**src/sv/sync_serial_frame_codec_top_assert.svh**
```systemverilog
// Assertion macros for the serial frame codec.
`ifndef SYNC_SERIAL_FRAME_CODEC_TOP_ASSERT_SVH
`define SYNC_SERIAL_FRAME_CODEC_TOP_ASSERT_SVH

// Check a consequent in the same cycle as its antecedent.
`define SSFC_ASSERT_SAME(label, clk, rst_n, ante, cons) \
  label: assert property (@(posedge clk) disable iff (!rst_n) (ante) |-> (cons)) \
    else $error("ssfc assertion failed");

// Check a consequent in the cycle after its antecedent.
`define SSFC_ASSERT_NEXT(label, clk, rst_n, ante, cons) \
  label: assert property (@(posedge clk) disable iff (!rst_n) (ante) |=> (cons)) \
    else $error("ssfc assertion failed");

`endif

```
**src/sv/ssfc_pkg.sv**
```systemverilog
// Types, codes and helpers shared by the serial frame codec.
`timescale 1ns / 1ps

package ssfc_pkg;

  // Command codes
  localparam logic [1:0] CMD_IDLE  = 2'd0;
  localparam logic [1:0] CMD_FRAME = 2'd1;
  localparam logic [1:0] CMD_RECV  = 2'd2;

  // Receive status codes
  localparam logic [2:0] ST_BUSY    = 3'd0;
  localparam logic [2:0] ST_OK      = 3'd1;
  localparam logic [2:0] ST_PARITY  = 3'd2;
  localparam logic [2:0] ST_FRAMING = 3'd3;
  localparam logic [2:0] ST_TIMEOUT = 3'd4;

  // Receiver phases: hunt, data bits 1..8, parity, first stop, second stop
  localparam logic [3:0] PH_HUNT   = 4'd0;
  localparam logic [3:0] PH_DATA1  = 4'd1;
  localparam logic [3:0] PH_DATA8  = 4'd8;
  localparam logic [3:0] PH_PARITY = 4'd9;
  localparam logic [3:0] PH_STOP1  = 4'd10;
  localparam logic [3:0] PH_STOP2  = 4'd11;

  localparam logic [7:0] HUNT_LIMIT_RESET = 8'd64;
  localparam logic [5:0] MAX_IDLE         = 6'd32;
  localparam logic [4:0] FRAME_LAST_POS   = 5'd11;

  typedef struct packed {
    logic [1:0] command;
    logic [7:0] tx_data;
    logic [5:0] idle_bits;
    logic       line_sample;
  } ssfc_in_t;

  typedef struct packed {
    logic       bit_valid;
    logic       line_bit;
    logic [2:0] rx_status;
    logic [7:0] rx_data;
    logic       last;
  } ssfc_out_t;

  // Line level of one bit position of an 8E2 frame
  function automatic logic frame_bit(input logic [7:0] d, input logic [4:0] pos);
    logic [4:0] k;
    logic       b;
    k = pos - 5'd1;
    if (pos == 5'd0) begin
      b = 1'b0;
    end else if (pos <= 5'd8) begin
      b = d[k[2:0]];
    end else if (pos == 5'd9) begin
      b = ^d;
    end else begin
      b = 1'b1;
    end
    return b;
  endfunction

endpackage

```
**src/sv/sync_serial_frame_codec_top.sv**
```systemverilog
// Top level of the synchronous serial 8E2 frame codec.
//
//  port group   direction  handshake         payload
//  in_*         input      in_valid/ready    ssfc_in_t  (command, tx_data, idle_bits, sample)
//  out_*        output     out_valid/ready   ssfc_out_t (one line bit or rx status per item)
//  cfg_*        input      cfg_we            start hunt limit, 8 bits
//
// A receive item gives one result, send idle one per idle bit (0..32, none for 0),
// send frame 12: the output register emits one result per cycle unless out_ready
// stalls. Receive items can follow each other every cycle without a stall; a new
// item is taken in the cycle that the previous item's last result moves into the
// output register. Reset is synchronous, active low; it clears the receiver and
// sets the limit to 64. A stall holds the output and a busy work register.
`timescale 1ns / 1ps
`include "sync_serial_frame_codec_top_assert.svh"

module sync_serial_frame_codec_top
  import ssfc_pkg::*;
(
  input  logic      clk,
  input  logic      rst_n,
  input  logic      in_valid,
  output logic      in_ready,
  input  ssfc_in_t  in_data,
  output logic      out_valid,
  input  logic      out_ready,
  output ssfc_out_t out_data,
  input  logic      cfg_we,
  input  logic [7:0] cfg_wdata
);

  // Configuration
  logic [7:0] hunt_limit_r;

  // Work register: the item being turned into results
  logic       busy_r;
  logic [1:0] cmd_r;
  logic [7:0] data_r;
  logic       sample_r;
  logic [4:0] pos_r;
  logic [4:0] len_r;

  // Receiver state
  logic [3:0] rx_phase_r, rx_phase_nxt;
  logic [7:0] hunt_count_r, hunt_count_nxt;
  logic [7:0] rx_shift_r, rx_shift_nxt;
  logic       rx_parity_r, rx_parity_nxt;
  logic       parity_bad_r, parity_bad_nxt;
  logic       stop1_r, stop1_nxt;

  // Output register
  logic       out_valid_r;
  ssfc_out_t  out_r;

  logic       adv;
  logic       emit;
  logic       last_now;
  logic       accept;
  logic       send_clear;
  logic [5:0] idle_n;
  logic [8:0] hunt_inc;
  logic [8:0] hunt_lim;
  logic [3:0] data_idx;
  logic [2:0] rx_status;
  logic [7:0] rx_data;
  ssfc_out_t  res;

  assign adv        = !out_valid_r || out_ready;
  assign emit       = busy_r && adv;
  assign last_now   = (pos_r == len_r);
  assign in_ready   = !busy_r || (adv && last_now);
  assign accept     = in_valid && in_ready;
  assign send_clear = accept && ((in_data.command == CMD_IDLE) ||
                                 (in_data.command == CMD_FRAME));
  assign idle_n     = (in_data.idle_bits > MAX_IDLE) ? MAX_IDLE : in_data.idle_bits;

  assign out_valid = out_valid_r;
  assign out_data  = out_r;

  // Step the deframer by one sampled bit
  always_comb begin
    rx_phase_nxt   = rx_phase_r;
    hunt_count_nxt = hunt_count_r;
    rx_shift_nxt   = rx_shift_r;
    rx_parity_nxt  = rx_parity_r;
    parity_bad_nxt = parity_bad_r;
    stop1_nxt      = stop1_r;
    rx_status      = ST_BUSY;
    rx_data        = 8'd0;
    hunt_inc       = {1'b0, hunt_count_r} + 9'd1;
    hunt_lim       = (hunt_limit_r == 8'd0) ? 9'd1 : {1'b0, hunt_limit_r};
    data_idx       = rx_phase_r - 4'd1;
    if (rx_phase_r == PH_HUNT) begin
      if (!sample_r) begin
        rx_phase_nxt   = PH_DATA1;
        hunt_count_nxt = 8'd0;
        rx_shift_nxt   = 8'd0;
        rx_parity_nxt  = 1'b0;
      end else if (hunt_inc >= hunt_lim) begin
        rx_status      = ST_TIMEOUT;
        hunt_count_nxt = 8'd0;
        rx_shift_nxt   = 8'd0;
        rx_parity_nxt  = 1'b0;
        parity_bad_nxt = 1'b0;
        stop1_nxt      = 1'b1;
      end else begin
        hunt_count_nxt = hunt_inc[7:0];
      end
    end else if (rx_phase_r <= PH_DATA8) begin
      rx_shift_nxt             = rx_shift_r;
      rx_shift_nxt[data_idx[2:0]] = rx_shift_r[data_idx[2:0]] | sample_r;
      rx_parity_nxt            = rx_parity_r ^ sample_r;
      rx_phase_nxt             = rx_phase_r + 4'd1;
    end else if (rx_phase_r == PH_PARITY) begin
      parity_bad_nxt = (sample_r != rx_parity_r);
      rx_phase_nxt   = PH_STOP1;
    end else if (rx_phase_r == PH_STOP1) begin
      stop1_nxt    = sample_r;
      rx_phase_nxt = PH_STOP2;
    end else begin
      if (parity_bad_r) begin
        rx_status = ST_PARITY;
      end else if (!stop1_r) begin
        rx_status = ST_FRAMING;
      end else begin
        rx_status = ST_OK;
        rx_data   = rx_shift_r;
      end
      rx_phase_nxt   = PH_HUNT;
      hunt_count_nxt = 8'd0;
      rx_shift_nxt   = 8'd0;
      rx_parity_nxt  = 1'b0;
      parity_bad_nxt = 1'b0;
      stop1_nxt      = 1'b1;
    end
  end

  // Form the result for the current position of the work register
  always_comb begin
    res           = '0;
    res.last      = last_now;
    case (cmd_r)
      CMD_IDLE: begin
        res.bit_valid = 1'b1;
        res.line_bit  = 1'b1;
      end
      CMD_FRAME: begin
        res.bit_valid = 1'b1;
        res.line_bit  = frame_bit(data_r, pos_r);
      end
      default: begin
        res.rx_status = rx_status;
        res.rx_data   = rx_data;
      end
    endcase
  end

  // Configuration register
  always_ff @(posedge clk) begin
    if (!rst_n) begin
      hunt_limit_r <= HUNT_LIMIT_RESET;
    end else if (cfg_we) begin
      hunt_limit_r <= cfg_wdata;
    end
  end

  // Load, advance and retire the work register
  always_ff @(posedge clk) begin
    if (!rst_n) begin
      busy_r <= 1'b0;
      pos_r  <= 5'd0;
      len_r  <= 5'd0;
    end else if (accept) begin
      cmd_r    <= in_data.command;
      data_r   <= in_data.tx_data;
      sample_r <= in_data.line_sample;
      pos_r    <= 5'd0;
      case (in_data.command)
        CMD_IDLE: begin
          busy_r <= (idle_n != 6'd0);
          len_r  <= idle_n[4:0] - 5'd1;
        end
        CMD_FRAME: begin
          busy_r <= 1'b1;
          len_r  <= FRAME_LAST_POS;
        end
        CMD_RECV: begin
          busy_r <= 1'b1;
          len_r  <= 5'd0;
        end
        default: begin
          busy_r <= 1'b0;
          len_r  <= 5'd0;
        end
      endcase
    end else if (emit) begin
      if (last_now) begin
        busy_r <= 1'b0;
      end else begin
        pos_r <= pos_r + 5'd1;
      end
    end
  end

  // Receiver state: a send item clears it; the clear wins over a receive step in the same cycle
  always_ff @(posedge clk) begin
    if (!rst_n || send_clear) begin
      rx_phase_r   <= PH_HUNT;
      hunt_count_r <= 8'd0;
      rx_shift_r   <= 8'd0;
      rx_parity_r  <= 1'b0;
      parity_bad_r <= 1'b0;
      stop1_r      <= 1'b1;
    end else if (emit && (cmd_r == CMD_RECV)) begin
      rx_phase_r   <= rx_phase_nxt;
      hunt_count_r <= hunt_count_nxt;
      rx_shift_r   <= rx_shift_nxt;
      rx_parity_r  <= rx_parity_nxt;
      parity_bad_r <= parity_bad_nxt;
      stop1_r      <= stop1_nxt;
    end
  end

  // Output register
  always_ff @(posedge clk) begin
    if (!rst_n) begin
      out_valid_r <= 1'b0;
    end else if (adv) begin
      out_valid_r <= busy_r;
    end
  end

  always_ff @(posedge clk) begin
    if (emit) begin
      out_r <= res;
    end
  end

  // Checks
  `SSFC_ASSERT_SAME(a_take_on_last, clk, rst_n, accept && busy_r, emit && last_now)
  `SSFC_ASSERT_SAME(a_pos_in_range, clk, rst_n, busy_r, pos_r <= len_r)
  `SSFC_ASSERT_NEXT(a_stay_busy, clk, rst_n, emit && !last_now, busy_r)
  `SSFC_ASSERT_SAME(a_rx_single, clk, rst_n, out_valid_r && !out_r.bit_valid, out_r.last)

endmodule
```
**config.mk**
```make
export PLATFORM = sky130hd
export DESIGN_NAME = sync_serial_frame_codec_top
export DESIGN_NICKNAME = d
export VERILOG_FILES = /design/src/sv/ssfc_pkg.sv /design/src/sv/sync_serial_frame_codec_top.sv
export VERILOG_INCLUDE_DIRS = /design/src /design/src/sv
export SDC_FILE = /design/constraint.sdc
export NUM_CORES = 1
export LEC_CHECK = 0
export BUFFER_PORTS_ARGS = -buffer_cell sky130_fd_sc_hd__buf_2
export CORE_MARGIN = 5
export CORE_UTILIZATION = 56
export CTS_CLUSTER_SIZE = 8
export DETAILED_ROUTE_END_ITERATION = 10
export GPL_TIMING_DRIVEN = 0
export PLACE_DENSITY_LB_ADDON = 0.3
export SLEW_MARGIN = 40
export SYNTH_ARGS = -nofsm -noshare
export SYNTH_HDL_FRONTEND = slang
export SYNTH_SLANG_ARGS = --single-unit
```
**constraint.sdc**
```tcl
create_clock -name clk -period 3.1 [get_ports clk]
set_input_delay 0 -clock clk [delete_from_list [all_inputs] [get_ports clk]]
set_output_delay 0 -clock clk [all_outputs]
set_load 0.005 [all_outputs]
```
==> impl_metrics.py <==
metrics = {
    "status": {
        "status": "finished clean",
    },
    "global_route": {
        "grtUsageTotal": 0.221,
        "grt_antenna_before_repair": 0,
        "grt_pass1_wl_um": 14800,
        "grt-ovfl-total": 0,
        "grt_max_degree": 16,
        "grt_pass1_vias": 3154,
    },
    "timing": {
        "setup_viol": 0,
        "fin_skew_ns": 0.00778,
        "fmax_ghz": 0.339,
        "rsz0062_at_grt": "true",
        "period_share": 0.950,
        "worst_slew_pin_slew_ns": 0.746,
        "slew_viol_final": 0,
        "setup_ws_ns": 0.154,
        "hold_viol_final": 0,
        "slew_headroom": 0.502,
        "layout_min_cycle_time_ns": 2.95,
    },
    "synthesis": {
        "yosys.area.top_type_share": 0.224,
        "synth_cell_types": 61,
        "ys_top_cells_by_area": "dfxtp_1 22%, edfxtp_1 20%, ha_1 6.8%",
        "ys_warn_count": 0,
        "synth_compound_area_frac": 0.164,
        "synthFlopType": "dfxtp_1",
        "synthMuxAreaShare": 0.0423,
        "synth_xor_area_frac": 0.0657,
        "async_flop_share": 0,
        "synthSimpleGateAreaFrac": 0.199,
        "syn_inst": 406,
        "ys_ff_latch": 68,
        "synth_edf_count": 25,
        "postSynthAreaPerCell_um2": 9.47,
        "synth_area_leader_cell": "dfxtp_1",
        "synth_nets": 457,
        "synth_top_family_by_area": "simple AND/OR/NAND/NOR gates",
        "synth_area_um2": 3850,
        "yosysSeqAreaShare": 0.419,
        "synthAdderAreaFrac": 0.0683,
    },
    "power": {
        "finalPower_mw": 1.96,
        "leakage_nw": 1.80,
        "peakVddDrop_v": 0.000338,
        "power-per-cell-area_nw_per_um2": 427,
    },
    "placed_design": {
        "place_area_um2": 4170,
        "portBuffers": 44,
        "hpwl_um": 6140,
        "pre_cts_ws_ns": -0.0423,
        "gp_congestion": 0.886,
    },
    "die": {
        "placementRows": 30,
        "die_w_um": 92.9,
        "die_h_um": 92.9,
        "start_util": 0.569,
        "core_um2": 6760,
        "dieArea_um2": 8630,
        "io-pin-count": 46,
    },
    "setup_path": {
        "critPathKind": "register to register",
        "path_cells": "ha_2, nand3_1, xnor2_1, ha_1, a21oi_1, a21boi_0, a311o_1, nor3_1, a2111oi_0, or3_1",
        "crit_family": "simple AND/OR/NAND/NOR gates",
        "slowest_delay_ns": 0.42,
        "reg2reg_to": "stop1_r",
        "endpoint_kind": "register",
        "path_max_fanout": 6,
        "start_kind": "register",
        "worst-path-buf-inv": 0,
        "crit_required_ns": 3.34,
        "reg2reg_slack_ns": 0.15,
        "setup.worst_path.start": "hunt_count_r[0]",
        "cp_slowest_cell": "dfxtp_1",
        "r2r_start": "hunt_count_r[0]",
        "worst-r2r-cell-count": 10,
        "crit_arrival_ns": 3.19,
    },
    "layout": {
        "nFillCells": 529,
        "finish.utilization": 0.679,
        "n_antenna_cell": 0,
        "finalNetCount": 533,
        "final_cell_area_um2": 4590,
        "area_growth_pct": 19.3,
        "drive_gt1_frac": 0.177,
    },
    "clock_network": {
        "clkSinkCount": 68,
        "clockBufferDepth": 2,
        "clk_pin_slew_ns": 0.08,
        "cts-root-buf": "clkbuf_8",
        "cts_htree_levels": 3,
        "cts_made_buffers": 9,
        "tritoncts": "yes",
        "clock_latency_ns": 0.35,
    },
    "routing": {
        "drt_iter0_drc": 177,
        "wl_per_cell_um": 16.0,
        "drc": 0,
        "post_drt_via_cell_ratio": 5.79,
        "dr.pass1.iters": 5,
        "vias": 3282,
        "ant_nets": 0,
        "finalWirelength_um": 9070,
    },
    "flow_run": {
        "drv_cap": 0,
    },
    "min_path": {
        "hold_path.class": "input pin to register",
        "hold_depth": 4,
        "min-delay-start": "in_data[6]",
        "hold_path_end": "len_r[3]",
    },
}
==> cell type report <==
type | instances | area, µm² | area share
Buffer | 15 | 75.1 | 0.0164
Clock buffer | 9 | 124 | 0.0270
Timing Repair Buffer | 65 | 428 | 0.0932
Sequential cell | 68 | 1610 | 0.351
Clock inverter | 7 | 76.3 | 0.0166
Tap cell | 80 | 100 | 0.0218
Multi-Input combinational cell | 300 | 2090 | 0.455
Inverter | 23 | 86.3 | 0.0188
==> worst max path at each step <==
stage,cells after the start,to,slack (ns)
floorplan,9,rx_shift_r[1],0.52
global placement,11,rx_parity_r,0.05
detailed placement,11,hunt_count_r[2],-0.04
CTS,11,hunt_count_r[2],0.02
global route,10,stop1_r,-0.04
finish,10,stop1_r,0.15
==> timing repair <==
item	in CTS	in global routing
hold buffers	20	0
endpoints found under the setup margin	10	26
endpoints found under the hold margin	19	0
pin swaps	0	1
buffers inserted	0	1
resized for setup	1	5
==> cells in the final DEF (no fill, tap or decap), drive strengths merged, types with 2 or more instances in the layout <==
cell type    instances
o21ai               15
dlygate4sd3         20
o31ai               11
nand4                3
nor4                 2
o311ai               5
buf                 51
xor2                11
a31oi                5
a32o                 2
nand3               13
mux4                 3
nor3b                4
o211ai               2
nor2b                8
nand2b               7
nand2               34
inv                 24
a2111oi              2
clkbuf              18
mux2i                8
a21boi               2
or3                  3
ha                  21
o22ai                2
clkinv               3
nor3                11
clkinvlp             2
a211oi               2
and2                14
dfxtp               43
edfxtp              25
a21oi               36
and3                 2
nand4b               2
o21bai               2
nor2                37
nor4b                2
xnor2               17
==> state kept, by name, summed over array words and instances, names as in the netlist <==
name and count:
rx_phase_r 4, out_data 14, rx_shift_r 8, hunt_count_r 8, sample_r 1, pos_r 5
len_r 5, hunt_limit_r 8, data_r 8, stop1_r 1, rx_parity_r 1, cmd_r 2
busy_r 1, parity_bad_r 1, out_valid 1
==> kinds of logic (layout without fill, tap and decap cells) <==
kind of cell             count (synthesis)  count (layout)
AO/OA/AOI/OAI                           94              94
multiplexers                            12              12
flip-flops                              68              68
XOR/XNOR                                28              28
adder cells (fa/ha/maj)                 21              21
buffers and inverters                   38             119
AND/OR/NAND/NOR                        145             145
==> routing by layer <==
layer | global-route usage | share of wire | up-vias
met5 | 0 | 0 | -
met3 | 0.0479 | 0.052 | 23
met4 | 0.0830 | 0.022 | 0
met1 | 0.266 | 0.42 | 1540
li1 | - | - | 1614
met2 | 0.383 | 0.51 | 105
==> through the flow <==
step,instances,hold slack (ns),TNS (ns)
after floorplan,406,0.0986,0
after global placement,530,0.177,0
after detailed placement,530,0.178,-0.232
after CTS,566,0.0182,0
after global routing,567,0.0346,-0.0444
final,567,0.0301,0
==> worst register-to-register path, cell delays in order, from the launching register on <==
cell and delay (ns):
dfxtp_1 0.42, ha_2 0.28, nand3_1 0.15, xnor2_1 0.24, ha_1 0.30, a21oi_1 0.16, a21boi_0 0.12, a311o_1 0.41
nor3_1 0.30, a2111oi_0 0.11, or3_1 0.35
==> synth_stat cells (all sizes together) (3+ instances only) <==
cell type / number
a31oi: 5
xnor2: 17
nor3: 11
mux4: 3
nand2b: 7
nor3b: 4
dfxtp: 43
ha: 21
buf: 7
o311ai: 5
xor2: 11
nand3: 13
inv: 22
edfxtp: 25
o21ai: 15
o31ai: 11
or3: 3
clkbuf: 8
nand4: 3
and2: 14
nor2: 37
nand2: 34
a21oi: 36
nor2b: 8
mux2i: 8
==> where the power goes <==
group | internal, mW | leakage [nW] | switching [mW]
clock | 0.375 | 0.0958 | 0.367
sequential | 0.956 | 0.583 | 0.0179
combinational | 0.109 | 1.12 | 0.137
total | 1.44 | 1.80 | 0.522
Note: power is estimated with default switching activity, not from simulation.
